--- src/rtl/core/ycc_pkg.sv ---
`timescale 1ns / 1ps

package ycc_pkg;

	localparam int DEF_MAX_WIDTH  = 4096;
	localparam int DEF_MAX_HEIGHT = 4096;

	// Configuration registers
	localparam int CFG_W   = 13;
	localparam int PADDR_W = 3;
	localparam int PDATA_W = 32;
	localparam logic [CFG_W-1:0] RST_WIDTH  = 13'd640;
	localparam logic [CFG_W-1:0] RST_HEIGHT = 13'd480;
	// Register select is paddr[2]
	localparam logic REG_WIDTH  = 1'b0;
	localparam logic REG_HEIGHT = 1'b1;

	// Line store entry: red, green and blue pair sums
	localparam int SUM_W  = 9;
	localparam int LINE_W = 3 * SUM_W;

	localparam int QUEUE_DEPTH = 4;

	// Luma arithmetic
	localparam int LUMA_ACC_W = 21;
	localparam logic [LUMA_ACC_W-1:0] LUMA_R   = 21'd2104;
	localparam logic [LUMA_ACC_W-1:0] LUMA_G   = 21'd4130;
	localparam logic [LUMA_ACC_W-1:0] LUMA_B   = 21'd802;
	localparam logic [LUMA_ACC_W-1:0] LUMA_OFS = 21'd135168;
	localparam logic [7:0] LUMA_MAX = 8'd235;

	// Chroma arithmetic
	localparam int CHR_ACC_W = 25;
	localparam logic signed [CHR_ACC_W-1:0] CB_R = -25'sd1214;
	localparam logic signed [CHR_ACC_W-1:0] CB_G = -25'sd2384;
	localparam logic signed [CHR_ACC_W-1:0] CB_B = 25'sd3598;
	localparam logic signed [CHR_ACC_W-1:0] CR_R = 25'sd3598;
	localparam logic signed [CHR_ACC_W-1:0] CR_G = -25'sd3013;
	localparam logic signed [CHR_ACC_W-1:0] CR_B = -25'sd585;
	localparam logic signed [CHR_ACC_W-1:0] CHR_OFS = 25'sd1052672;
	localparam logic [7:0] CHR_MIN = 8'd16;
	localparam logic [7:0] CHR_MAX = 8'd240;

	typedef struct packed {
		logic valid;
		logic chroma;
		logic last;
	} ycc_ctl_t;

	typedef struct packed {
		logic [7:0]  luma_value;
		logic [23:0] luma_address;
		logic        chroma_valid;
		logic [7:0]  cb_value;
		logic [7:0]  cr_value;
		logic [21:0] chroma_address;
		logic        frame_end;
	} ycc_result_t;

	function automatic int addr_bits(input int depth);
		return (depth > 1) ? $clog2(depth) : 1;
	endfunction

	// Even size, at least 2, at most maxv
	function automatic int eff_size(input logic [CFG_W-1:0] v, input int maxv);
		int e;
		e = int'({v[CFG_W-1:1], 1'b0});
		if (e < 2) e = 2;
		if (e > maxv) e = maxv;
		return e;
	endfunction

	function automatic logic [7:0] luma_clamp(input logic [LUMA_ACC_W-1:0] acc);
		logic [7:0] y;
		y = acc[LUMA_ACC_W-1:13];
		return (y > LUMA_MAX) ? LUMA_MAX : y;
	endfunction

	function automatic logic [7:0] chroma_clamp(input logic signed [CHR_ACC_W-1:0] acc);
		logic signed [CHR_ACC_W-1:0] v;
		v = acc >>> 13;
		if (acc < 0) return CHR_MIN;
		if (v < $signed({17'd0, CHR_MIN})) return CHR_MIN;
		if (v > $signed({17'd0, CHR_MAX})) return CHR_MAX;
		return v[7:0];
	endfunction

endpackage

--- src/rtl/core/ycc_front.sv ---
`timescale 1ns / 1ps

module ycc_front #(
	parameter int MAX_WIDTH  = ycc_pkg::DEF_MAX_WIDTH,
	parameter int MAX_HEIGHT = ycc_pkg::DEF_MAX_HEIGHT
) (
	input  logic                                            clk,
	input  logic                                            arst_n,
	input  logic                                            accept,
	input  logic [7:0]                                      red,
	input  logic [7:0]                                      green,
	input  logic [7:0]                                      blue,
	input  logic [$clog2(MAX_WIDTH+1)-1:0]                  eff_w,
	input  logic [$clog2(MAX_HEIGHT+1)-1:0]                 eff_h,
	output logic                                            ram_we,
	output logic                                            ram_re,
	output logic [ycc_pkg::addr_bits(MAX_WIDTH/2)-1:0]      line_addr,
	output logic [ycc_pkg::LINE_W-1:0]                      line_sums,
	output ycc_pkg::ycc_ctl_t                               ctl_s1,
	output logic [7:0]                                      red_s1,
	output logic [7:0]                                      green_s1,
	output logic [7:0]                                      blue_s1,
	output logic [ycc_pkg::LINE_W-1:0]                      sums_s1,
	output logic [$clog2(MAX_WIDTH)-1:0]                    col_s1,
	output logic [$clog2(MAX_HEIGHT)-1:0]                   row_s1
);

	localparam int EW = $clog2(MAX_WIDTH + 1);
	localparam int EH = $clog2(MAX_HEIGHT + 1);
	localparam int CW = $clog2(MAX_WIDTH);
	localparam int RW = $clog2(MAX_HEIGHT);
	localparam int AW = ycc_pkg::addr_bits(MAX_WIDTH / 2);
	localparam int SW = ycc_pkg::SUM_W;

	logic [CW-1:0] col_q;
	logic [RW-1:0] row_q;
	logic [23:0]   held_q;
	logic [SW-1:0] sum_r, sum_g, sum_b;
	logic          line_end, frame_last;

	// Pair sums of the held even-column pixel and this one
	assign sum_r = {1'b0, held_q[23:16]} + {1'b0, red};
	assign sum_g = {1'b0, held_q[15:8]} + {1'b0, green};
	assign sum_b = {1'b0, held_q[7:0]} + {1'b0, blue};
	assign line_sums = {sum_r, sum_g, sum_b};

	assign line_end   = (EW'(col_q) + EW'(1)) >= eff_w;
	assign frame_last = line_end && ((EH'(row_q) + EH'(1)) >= eff_h);

	// Even rows fill the line store, odd rows read it back
	assign ram_we    = accept && col_q[0] && !row_q[0];
	assign ram_re    = accept && col_q[0] && row_q[0];
	assign line_addr = AW'(col_q >> 1);

	always_ff @(posedge clk or negedge arst_n) begin
		if (!arst_n) begin
			col_q  <= '0;
			row_q  <= '0;
			ctl_s1 <= '0;
		end else begin
			ctl_s1.valid  <= accept;
			ctl_s1.chroma <= ram_re;
			ctl_s1.last   <= accept && frame_last;
			if (accept) begin
				if (line_end) begin
					col_q <= '0;
					row_q <= frame_last ? '0 : row_q + RW'(1);
				end else begin
					col_q <= col_q + CW'(1);
				end
			end
		end
	end

	always_ff @(posedge clk) begin
		if (accept) begin
			if (!col_q[0]) begin
				held_q <= {red, green, blue};
			end
			red_s1   <= red;
			green_s1 <= green;
			blue_s1  <= blue;
			sums_s1  <= line_sums;
			col_s1   <= col_q;
			row_s1   <= row_q;
		end
	end

endmodule

--- config.mk ---
export PLATFORM = sky130hd
export DESIGN_NAME = ycc_front
export DESIGN_NICKNAME = d
export VERILOG_FILES = /design/src/rtl/core/ycc_pkg.sv /design/src/rtl/core/ycc_front.sv
export SDC_FILE = /design/constraint.sdc
export NUM_CORES = 1
export LEC_CHECK = 0
export ABC_AREA = 1
export BUFFER_PORTS_ARGS = -buffer_cell sky130_fd_sc_hd__buf_2
export CAP_MARGIN = 10
export CORE_MARGIN = 2
export CORE_UTILIZATION = 32
export CTS_CLUSTER_DIAMETER = 200
export DETAILED_ROUTE_END_ITERATION = 12
export GPL_TIMING_DRIVEN = 1
export PLACE_DENSITY = 0.59
export SETUP_SLACK_MARGIN = 0.05
export SKIP_CTS_REPAIR_TIMING = 1
export SYNTH_ARGS = -nofsm -noshare
export SYNTH_HDL_FRONTEND = slang
export SYNTH_SLANG_ARGS = --single-unit
--- constraint.sdc ---
create_clock -name clk -period 2.99 [get_ports clk]
set_input_delay 0.598 -clock clk [delete_from_list [all_inputs] [get_ports clk]]
set_output_delay 0.598 -clock clk [all_outputs]
set_load 0.1 [all_outputs]
# Yosys cells after proc, flatten, opt, wreduce, memory -nomap -nowiden
# Cells that the tools add are included.
[op_classes]
n_reduce_logical = 8
n_lt_le_gt_ge = 2
mux = 2
add_sub_neg = 7
bitwise = 1
[ops]
columns = ["operator", "count"]
rows = [
  ["adder 8 x 8 -> 9 bit", 3],
  ["adder 12 x 1 -> 13 bit (second input constant)", 2],
  [">= comparator 13 bit", 2],
  ["adder 12 x 1 -> 12 bit (second input constant)", 2],
  ["two-way mux 12 bit", 2],
  ["logical AND 1 bit", 5],
  ["AND reduction 2 bit", 2],
  ["zero test 1 bit", 1],
  ["NOT 1 bit", 1],
]
[totals]
ff_bits = 126
out_inout_bits = 118
elab_cells = 32
in_bits = 53

# Longest topological paths before layout
# Gate-level depths: netlist of run 1.
[logic_depth]
depth_word = 4
ltp_mapped = 17
ltp_nobuf = 16

# Least setup slack after synthesis of run 1
# No wires, ideal clock.
[synth_path]
path_kind = "input port to output port"
from = "in green[0]"
to = "out line_sums[15] in the netlist's numbering"
required_ps = 2392
stages = 10
path_slack_ps = -761
path_buffers = 0
arrival_ps = 3153
cell_sequence = "ha_1 inv_1 fa_1 inv_1 nand3_1 nand2_1 nand2_1 nand2_1 a21oi_1 xnor2_1"
[synth_between]
elab_chain_len = 1
[synth_rtl]
columns = ["element", "line", "rtl"]
rows = [
  ["start, declared", "ycc_front.sv:11", "input logic [7:0] green,"],
  ["adder 8 x 8 -> 9 bit", "ycc_front.sv:43", "assign sum_g = {1'b0, held_q[15:8]} + {1'b0, green};"],
  ["end, declared", "ycc_front.sv:18", "output logic [ycc_pkg::LINE_W-1:0] line_sums,"],
]
# Every way passes these cells.

# Worst setup path in the final report of run 1
[layout_path]
from = "reg held_q[8]"
to = "out line_sums[15] in the netlist's numbering"
[layout_between]
elab_chain_len = 1
[layout_rtl]
columns = ["element", "line", "rtl"]
rows = [
  ["start, declared", "ycc_front.sv:37", "logic [23:0] held_q;"],
  ["start signal, assigned", "ycc_front.sv:78", "held_q <= {red, green, blue};"],
  ["adder 8 x 8 -> 9 bit", "ycc_front.sv:43", ""],
]
# Every way passes these cells.

==> results of run 1 <==
worst max-delay path by stage:
stage | from | end | slack [ns]
6_report | held_q[8] | line_sums[15] | 0.15
3_5_place_dp | green[0] | line_sums[15] | 0.09
2_1_floorplan | green[0] | line_sums[15] | -0.19
5_1_grt | held_q[8] | line_sums[15] | -0.01
4_1_cts | held_q[0] | line_sums[6] | -0.01
3_3_place_gp | green[0] | line_sums[15] | 0.11
worst max-delay path, stage by stage, from the launching register on:
cell and delay, ns:
edfxtp_1 0.33, ha_2 0.20, inv_2 0.05, fa_2 0.36, inv_2 0.06, nand3_2 0.06, nand2_2 0.07, nand2_1 0.05
nand2_1 0.08, a21oi_2 0.07, xnor2_2 0.28, buf_12 0.22
stage by stage:
step	setup TNS (ns)	total power [mW]	setup slack, ns	cells
final	0	7.76	0.146	1029
after floorplan	-0.364	5.09	-0.186	571
after detailed placement	0	5.82	0.0851	995
after global routing	-0.0123	8.11	-0.0123	1029
after global placement	0	5.80	0.112	995
after CTS	-0.0106	7.82	-0.0106	1027
report_power, final:
group          switching (mW)  leakage (nW)  internal [mW]
sequential              0.176          1.34           2.18
clock                   0.753         0.277           1.23
combinational            2.66          2.41          0.761
state kept, by name, summed over array words and instances, names as in the netlist:
name,flops
col_q,12
sums_s1,27
row_q,12
green_s1,8
held_q,24
red_s1,8
ctl_s1,3
col_s1,12
blue_s1,8
row_s1,12
cells in the final DEF (no fill, tap or decap), types with 4 or more instances in the layout:
master / count
xnor2_2: 8
buf_12: 18
edfxtp_1: 99
nand2_2: 6
a21oi_1: 25
clkinv_2: 5
clkbuf_16: 18
dfrtp_1: 27
nor3_1: 4
xor2_1: 11
nor2_1: 15
ha_4: 9
xor2_2: 9
nand2_1: 120
nor2_2: 4
o21ai_1: 10
inv_1: 83
ha_1: 44
buf_4: 9
nand3_1: 23
nand4_1: 22
buf_2: 151
area by class of cell:
class / instances / area share, %
antenna: 1 / 0.0291
clock buffer: 22 / 5.65
clock inverter: 10 / 1.01
inverter: 87 / 3.80
multi-input combinational: 340 / 29.4
sequential: 126 / 42.5
tap: 265 / 3.86
timing repair buffer: 178 / 13.8
per-layer routing:
metal,global-route usage (%),vias up,wire (um)
met3,4.44,10,980
met4,3.99,0,123
met2,22.3,151,6490
met5,0,-,0
li1,-,2269,-
met1,18.0,2083,6490
logic make-up after synthesis:
group / count (synthesis) / synth area share (%)
and+or+nand+nor: 206 / 14.9
DFF: 126 / 57.8
adders and majority gates: 57 / 11.7
buffers and inverters: 105 / 7.35
xor gates and xnor gates: 32 / 4.56
AOI/OAI and AO/OA: 45 / 3.79
==> flow_metrics.tcl, run 1 <==
set metrics [dict create \
    antenna_found_initial 1 \
    async_reset_ff_share_pct 21.4 \
    grt_use_total_pct 13.9 \
    die_w_um 144 \
    worstSetupPathType "reg2out" \
    p_per_area_mw_per_mm2 904 \
    first_pass_iters 6 \
    gr-total-overflow 0 \
    drt-total-wl_mm 14.1 \
    layout.nets 860 \
    drc 0 \
    clk_path_buf_depth 2 \
    period_share_pct 95.1 \
    fmaxAchievable_mhz 352 \
    worst_hold_slack_ns 0.191 \
    crit_path_max_fanout 2 \
    gp_congestion 0.793 \
    reg2regPathDepth 14 \
    synth_cells 571 \
    ys_seq_area_share_pct 57.8 \
    placed_cell_area_mm2 0.00796 \
    synth_top_area_share_pct 47.1 \
    setup_viol 0 \
    area.growth.synth_to_final_pct 36.0 \
    grt_pass1_vias 4359 \
    first_iter_violations 208 \
    synth-edff-count 99 \
    ys.flop_type "edfxtp_1" \
    ys_warn_count 0 \
    cts.sinks 126 \
    rows 51 \
    worstMarginPinSlew_ns 0.882 \
    p_leak_nw 4.02 \
    end_kind "primary output" \
    core_region_area_mm2 0.0194 \
    drive_gt1_share_pct 34.9 \
    vias 4513 \
    max_cap_viol_count 0 \
    rsz0062_at_grt "true" \
    post-dp-hpwl_mm 10.5 \
    outcome "completed" \
    vdd_ir_drop_max_mv 0.386 \
    drt-wirelength-per-cell_um 13.7 \
    reg2reg_from "col_q[1]" \
    nFillCells 1854 \
    stdcell_area_mm2 0.00859 \
    tritoncts "built" \
    synth_commonest_cells "126 x nand2_1, 99 x edfxtp_1, 85 x inv_1" \
    utilization_pct 44.3 \
    numCtsBuffers 17 \
    setup.worst_path.start_class "register" \
    yosys-top-cells-area "edfxtp_1 47%, dfrtp_1 11%, ha_1 11%, nand2_1 7.5%, inv_1 5.1%" \
    htreeDepth 4 \
    ios 171 \
    finalCriticalPeriod_ns 2.84 \
    netlist_area_mm2 0.00631 \
    slew_viol_final 0 \
    grt_max_degree 71 \
    yosysMostFrequentCell "nand2_1" \
    via_per_inst 4.39 \
    r2r-end "col_q[5]" \
    dieArea_mm2 0.0209 \
    multiInputGateArea_mm2 0.00252 \
    clk_latency_ns 0.42 \
    clock-root-buffer "clkbuf_16" \
    synth_seq_cells 126 \
    cp_data_arrival_time_ns 2.25 \
    place.port_buffers 170 \
    ant_nets 0 \
    grt_pass1_wl_mm 22.2 \
    die_h_um 144 \
    rrSetupSlack_ns 0.33 \
    synthesis.nets 681 \
    synth_cell_types 32 \
    initial_core_util_pct 32.5 \
    fin_skew_ns 0.00787 \
    clk_pin_slew_worst_paths_ns 0.06 \
    maxSlewHeadroom_pct 41.2 \
    register_area_mm2 0.00365 \
    worstHoldPathType "in2async" \
    avgSynthCellArea_um2 11.1 \
    synth_largest_area_cell "edfxtp_1" \
    hold_viol 0 \
    cp.required_ns 2.39 \
]
(Power assumes the default switching activity.)
==> run 2, diff against run 1 <==
- REMOVE_ABC_BUFFERS: default -> 1
==> run 2 against run 1 <==
  * Clock power increased by 13%
  * Global-route usage decreased by 0.44 points
  * Sequential share of layout area increased by 1.0 points
  * Sequential power about the same
  * Via count about the same
  * Critical path depth unchanged
  * Critical endpoint is now line_sums[6]
==> flow_metrics.tcl, run 2 (synthesis results as in run 1) <==
set metrics [dict create \
    layout_common_cells "152 x buf_2, 125 x nand2_1, 99 x edfxtp_1" \
    antenna_found_initial 1 \
    cp_data_arrival_time_ns 2.23 \
    vias 4515 \
    period_share_pct 94.4 \
    setup.worst_path.end "line_sums[6]" \
    p_per_area_mw_per_mm2 942 \
    grt_pass1_vias 4302 \
    end_kind "primary output" \
    htreeDepth 4 \
    drt-total-wl_mm 13.8 \
    seqPwrFrac_pct 29.7 \
    pwr-share-clk_pct 28.2 \
    worstSetupPathType "reg2out" \
    crit_chain "ha_2, inv_2, fa_2, inv_1, nand3_1, nand2_2, nand2_1, nand2_1, a21oi_2, xnor2_2, buf_12" \
    hold_viol 0 \
    first_iter_violations 293 \
    die_h_um 144 \
    outcome "completed" \
    clk_path_buf_depth 2 \
    first_pass_iters 4 \
    setup_viol 0 \
    fin_skew_ns 0.0111 \
    cp_common_cell "nand2_1" \
    rows 51 \
    worstMarginPinSlew_ns 0.663 \
    largest_reg_flops 27 \
    intPower_mw 4.35 \
    initial_core_util_pct 32.5 \
    final_cells 1029 \
    via_per_inst 4.39 \
    grt_pass1_wl_mm 21.6 \
    registers.top_by_ff_count "sums_s1" \
    combPwrFrac_pct 42.1 \
    layout_commonest_cell "buf_2" \
    numCtsBuffers 17 \
    layout.nets 860 \
    ant_nets 0 \
    clock-root-buffer "clkbuf_16" \
    reg2reg_from "col_q[1]" \
    cp_slowest_cell "fa_2" \
    max_cap_viol_count 0 \
    multiInputGateArea_mm2 0.00226 \
    nFillCells 1876 \
    cp.required_ns 2.39 \
    setup.worst_path.start_class "register" \
    gr-total-overflow 0 \
    area.growth.synth_to_final_pct 32.8 \
    reg2regPathDepth 15 \
    drive_gt1_share_pct 30.5 \
    clk_latency_ns 0.41 \
    startpoint "held_q[0]" \
    post-dp-hpwl_mm 10.2 \
    fmaxAchievable_mhz 354 \
    busiest_layer "met2" \
    die_w_um 144 \
    rsz0062_at_grt "true" \
    drt-wirelength-per-cell_um 13.4 \
    register_area_mm2 0.00365 \
    slew_viol_final 0 \
    grt_max_degree 102 \
    place.port_buffers 170 \
    sw_frac_of_total_pct 44.9 \
    grt_util_met2_pct 21.5 \
    crit_path_max_fanout 2 \
    finalCriticalPeriod_ns 2.82 \
    slowest_delay_ns 0.36 \
    clk_pin_slew_worst_paths_ns 0.06 \
    drc 0 \
    reg.largest.list "sums_s1 (27), held_q (24)" \
    tritoncts "built" \
    core_region_area_mm2 0.0194 \
    grt.met3_usage_pct 4.17 \
    p_leak_nw 4.00 \
    vdd_ir_drop_max_mv 0.360 \
    dieArea_mm2 0.0209 \
    maxSlewHeadroom_pct 55.8 \
    grtUsageMet1_pct 17.2 \
    placed_cells 994 \
    total_power_mw 7.90 \
    ios 171 \
    rrSetupSlack_ns 0.34 \
    r2r-end "row_q[5]" \
    gp_congestion 0.786 \
    cts.sinks 126 \
    grt_use_total_pct 13.4 \
    worstHoldPathType "in2async" \
    p_switching_mw 3.55 \
]
run 2: per-layer routing:
metal	wire, um	part of all wire [%]
met1	6370	46
met2	6280	46
met3	934	6.8
met4	174	1.3
met5	0	0
run 2: layout make-up:
| type | instances | share of cell area (%) |
|---|---|---|
| Antenna cell | 1 | 0.0298 |
| Tap cell | 265 | 3.95 |
| Clock buffer | 17 | 5.07 |
| Clock inverter | 15 | 2.58 |
| Timing Repair Buffer | 177 | 14.0 |
| Inverter | 87 | 3.89 |
| Multi-Input combinational cell | 341 | 27.0 |
| Sequential cell | 126 | 43.5 |
run 2: worst min path at each step:
stage,cells after the start,endpoint
floorplan,0,col_q[0]
global placement,0,row_s1[10]
detailed placement,0,row_s1[10]
CTS,1,col_q[11]
global route,1,col_q[11]
finish,1,col_q[11]
run 2: power by group through the flow:
stage / Sequential (mW) / Combinational [mW] / Clock, mW
CTS: 2.35 / 3.32 / 2.28
floorplan: 3.60 / 1.31 / 0
global route: 2.38 / 3.50 / 2.36
finish: 2.35 / 3.32 / 2.23
detailed placement: 2.38 / 3.32 / 0
global placement: 2.38 / 3.30 / 0
run 2: critical path: cells and delay by family, from the launching register on:
kind	cells	cell delay (ns)
compound gates	1	0.07
xor+xnor	1	0.23
fa+ha+maj	2	0.57
buf+inv	3	0.32
flops	1	0.34
simple gates	4	0.32
run 2: per-stage QoR:
step	utilization, %	cell area, um2	TNS [ns]	hold WS, ns	setup WS, ns
finish	43.2	8390	0	0.211	0.167
detailed placement	39.6	7680	0	0.480	0.0858
CTS	42.9	8320	0	0.230	0.0125
global placement	39.6	7680	0	0.475	0.118
global route	43.2	8380	-0.0331	0.257	-0.0331
floorplan	-	6180	-14.47	0.302	-0.761
==> run 3, diff against run 2 <==
- ABC_AREA: 1 -> 0
- PLACE_DENSITY: 0.59 -> 0.6
==> run 3 against run 2 <==
  * Sequential power decreased by 6%
  * Count of clock-buffer cells in the layout increased by 2
  * Clock skew increased by 0.0025 ns
  * Critical path depth increased by 3
  * Clock power decreased by 9.0%
  * Final area increased by 3.1%
  * Final cell count decreased by 10%
  * Area after synthesis decreased by 4.9%
==> flow_metrics.tcl, run 3 <==
set metrics [dict create \
    period_share_pct 98.0 \
    drc 0 \
    final_cells 925 \
    ios 171 \
    crit_path_max_fanout 6 \
    drt-wirelength-per-cell_um 16.0 \
    synth_largest_area_cell "edfxtp_1" \
    ys_seq_area_share_pct 60.8 \
    synth_seq_cells 126 \
    cp.depth 14 \
    setup_viol 0 \
    largest_reg_flops 27 \
    post-dp-hpwl_mm 10.8 \
    clk_latency_ns 0.41 \
    synth_compound_area_share_pct 9.65 \
    async_reset_ff_share_pct 21.4 \
    path_buf_inv 2 \
    avgSynthCellArea_um2 13.3 \
    setup.worst_path.start_class "register" \
    worstMarginPinSlew_ns 0.719 \
    synthAdderAreaFrac_pct 12.3 \
    p_leak_nw 3.98 \
    layout_commonest_cell "buf_2" \
    reg2reg_from "col_q[4]" \
    synthMuxAreaShare_pct 0.167 \
    vdd_ir_drop_max_mv 0.320 \
    finalCriticalPeriod_ns 2.93 \
    via_per_inst 4.73 \
    fmaxAchievable_mhz 341 \
    clock-root-buffer "clkbuf_16" \
    die_w_um 141 \
    numCtsBuffers 17 \
    layout.nets 789 \
    netlist_area_mm2 0.00601 \
    crit_chain "and3_4, and3_4, and4_4, nand3_4, xnor2_2, ha_1, nand4_1, nor2_1, a22o_1, a31oi_4, buf_12, buf_8, nand2b_4, o311ai_2" \
    slowest_delay_ns 0.35 \
    grt_pass1_vias 4462 \
    grt_max_degree 56 \
    drive_gt1_share_pct 44.0 \
    ys.flop_type "edfxtp_1" \
    reg.largest.list "sums_s1 (27), held_q (24)" \
    outcome "completed" \
    antenna_found_initial 1 \
    synth-edff-count 99 \
    grt_use_total_pct 14.8 \
    gp_congestion 0.848 \
    gr-total-overflow 0 \
    synth_cells 450 \
    hold_viol 0 \
    synth_top_area_share_pct 49.5 \
    p_per_area_mw_per_mm2 831 \
    yosys-top-cells-area "edfxtp_1 50%, dfrtp_1 11%, ha_1 11%, xnor2_1 3.9%, inv_1 2.6%" \
    registers.top_by_ff_count "sums_s1" \
    placed_cells 881 \
    area.growth.synth_to_final_pct 44.0 \
    synth-simple-area-share_pct 7.31 \
    core_region_area_mm2 0.0186 \
    first_pass_iters 6 \
    synth_commonest_cells "99 x edfxtp_1, 54 x ha_1, 42 x inv_1" \
    ant_nets 0 \
    max_cap_viol_count 0 \
    first_iter_violations 184 \
    tritoncts "built" \
    rsz0062_at_grt "true" \
    yosysMostFrequentCell "edfxtp_1" \
    startpoint "col_q[4]" \
    synth_cell_types 43 \
    slew_viol_final 0 \
    cp_slowest_cell "dfrtp_1" \
    grt_pass1_wl_mm 22.9 \
    dieArea_mm2 0.0199 \
    drt-total-wl_mm 14.8 \
    die_h_um 141 \
    cp.required_ns 3.30 \
    cts.sinks 126 \
    reg2regPathDepth 14 \
    initial_core_util_pct 32.3 \
    worstHoldPathType "in2async" \
    cp_common_cell "and3_4" \
    placed_cell_area_mm2 0.00767 \
    clk_pin_slew_worst_paths_ns 0.06 \
    synth_xor_area_share_pct 5.40 \
    worstSetupPathType "reg2reg" \
    ys_warn_count 0 \
    stdcell_area_mm2 0.00865 \
    synth_top_family_by_area "adder cells" \
    end_kind "register" \
    diodes 0 \
    crit_family "simple AND/OR/NAND/NOR gates" \
    maxSlewHeadroom_pct 52.1 \
    vias 4379 \
    htreeDepth 4 \
    fin_skew_ns 0.0136 \
    clk_path_buf_depth 2 \
    layout_common_cells "149 x buf_2, 99 x edfxtp_1, 51 x buf_4" \
    rows 50 \
    place.port_buffers 170 \
    cp_data_arrival_time_ns 3.24 \
]
run 3: cell types whose count changed in the layout (fill, tap and decap cells not counted), moves of 5 or more:
cell	delta
a22o_1	+9
inv_1	-45
nand3_1	-13
nand2_1	-100
xor2_1	-11
a32o_1	+9
nand2b_1	+5
nand4_1	-15
a21o_1	+9
a21oi_2	+6
a21oi_1	-15
buf_4	+44
xnor2_1	+15
run 3: through the flow:
step           worst slack (ns)  util, %  hold WS, ns  total power, mW  TNS [ns]
6_report                 0.0583     46.5        0.218             7.19         0
5_1_grt                  -0.109     46.5        0.259             7.47    -0.619
4_1_cts                  -0.128     44.4        0.226             7.14     -1.72
3_5_place_dp            -0.0812     41.3        0.496             5.08    -0.679
3_3_place_gp           -0.00837     41.3        0.485             5.03   -0.0142
2_1_floorplan             -1.44        -        0.302             4.30    -39.00
run 3: per-layer routing:
metal  GRT usage [%]  wire length [um]  up-vias  part of all wire, %
met5               0                13        -                0.088
met4            5.79               306        2                  2.1
met3            4.14               810       28                  5.5
met2            24.6              7210      152                   49
met1            18.5              6500     2098                   44
li1                -                 -     2099                    -
run 3: report_power, final:
part / switching (mW) / internal [mW]
Clock: 0.737 / 1.30
Combinational: 2.17 / 0.764
Sequential: 0.101 / 2.12
run 3: final timing paths:
path	slack (ns)	endpoint
min reg2reg	0.50	row_s1[11]
max	0.06	row_q[2]
min	0.22	col_q[3]
max reg2reg	0.06	row_q[2]
min in group clk	0.39	held_q[4]
max in group asynchronous	2.33	col_q[11]
run 3: cells by family (layout without fill, tap and decap cells):
group	Yosys count	after routing
and+or+nand+nor	92	93
AOI/OAI and AO/OA	78	78
buffers and inverters	59	299
DFF	126	126
muxes	1	1
adders and majority gates	57	57
xor gates and xnor gates	37	37
run 3: cell type report:
type	instances	area, um2
Clock buffer	19	433
Tap cell	234	293
Clock inverter	12	144
Sequential cell	126	3650
Inverter	42	158
Fill cell	1673	9930
Multi-Input combinational cell	266	2340
Timing Repair Buffer	226	1640
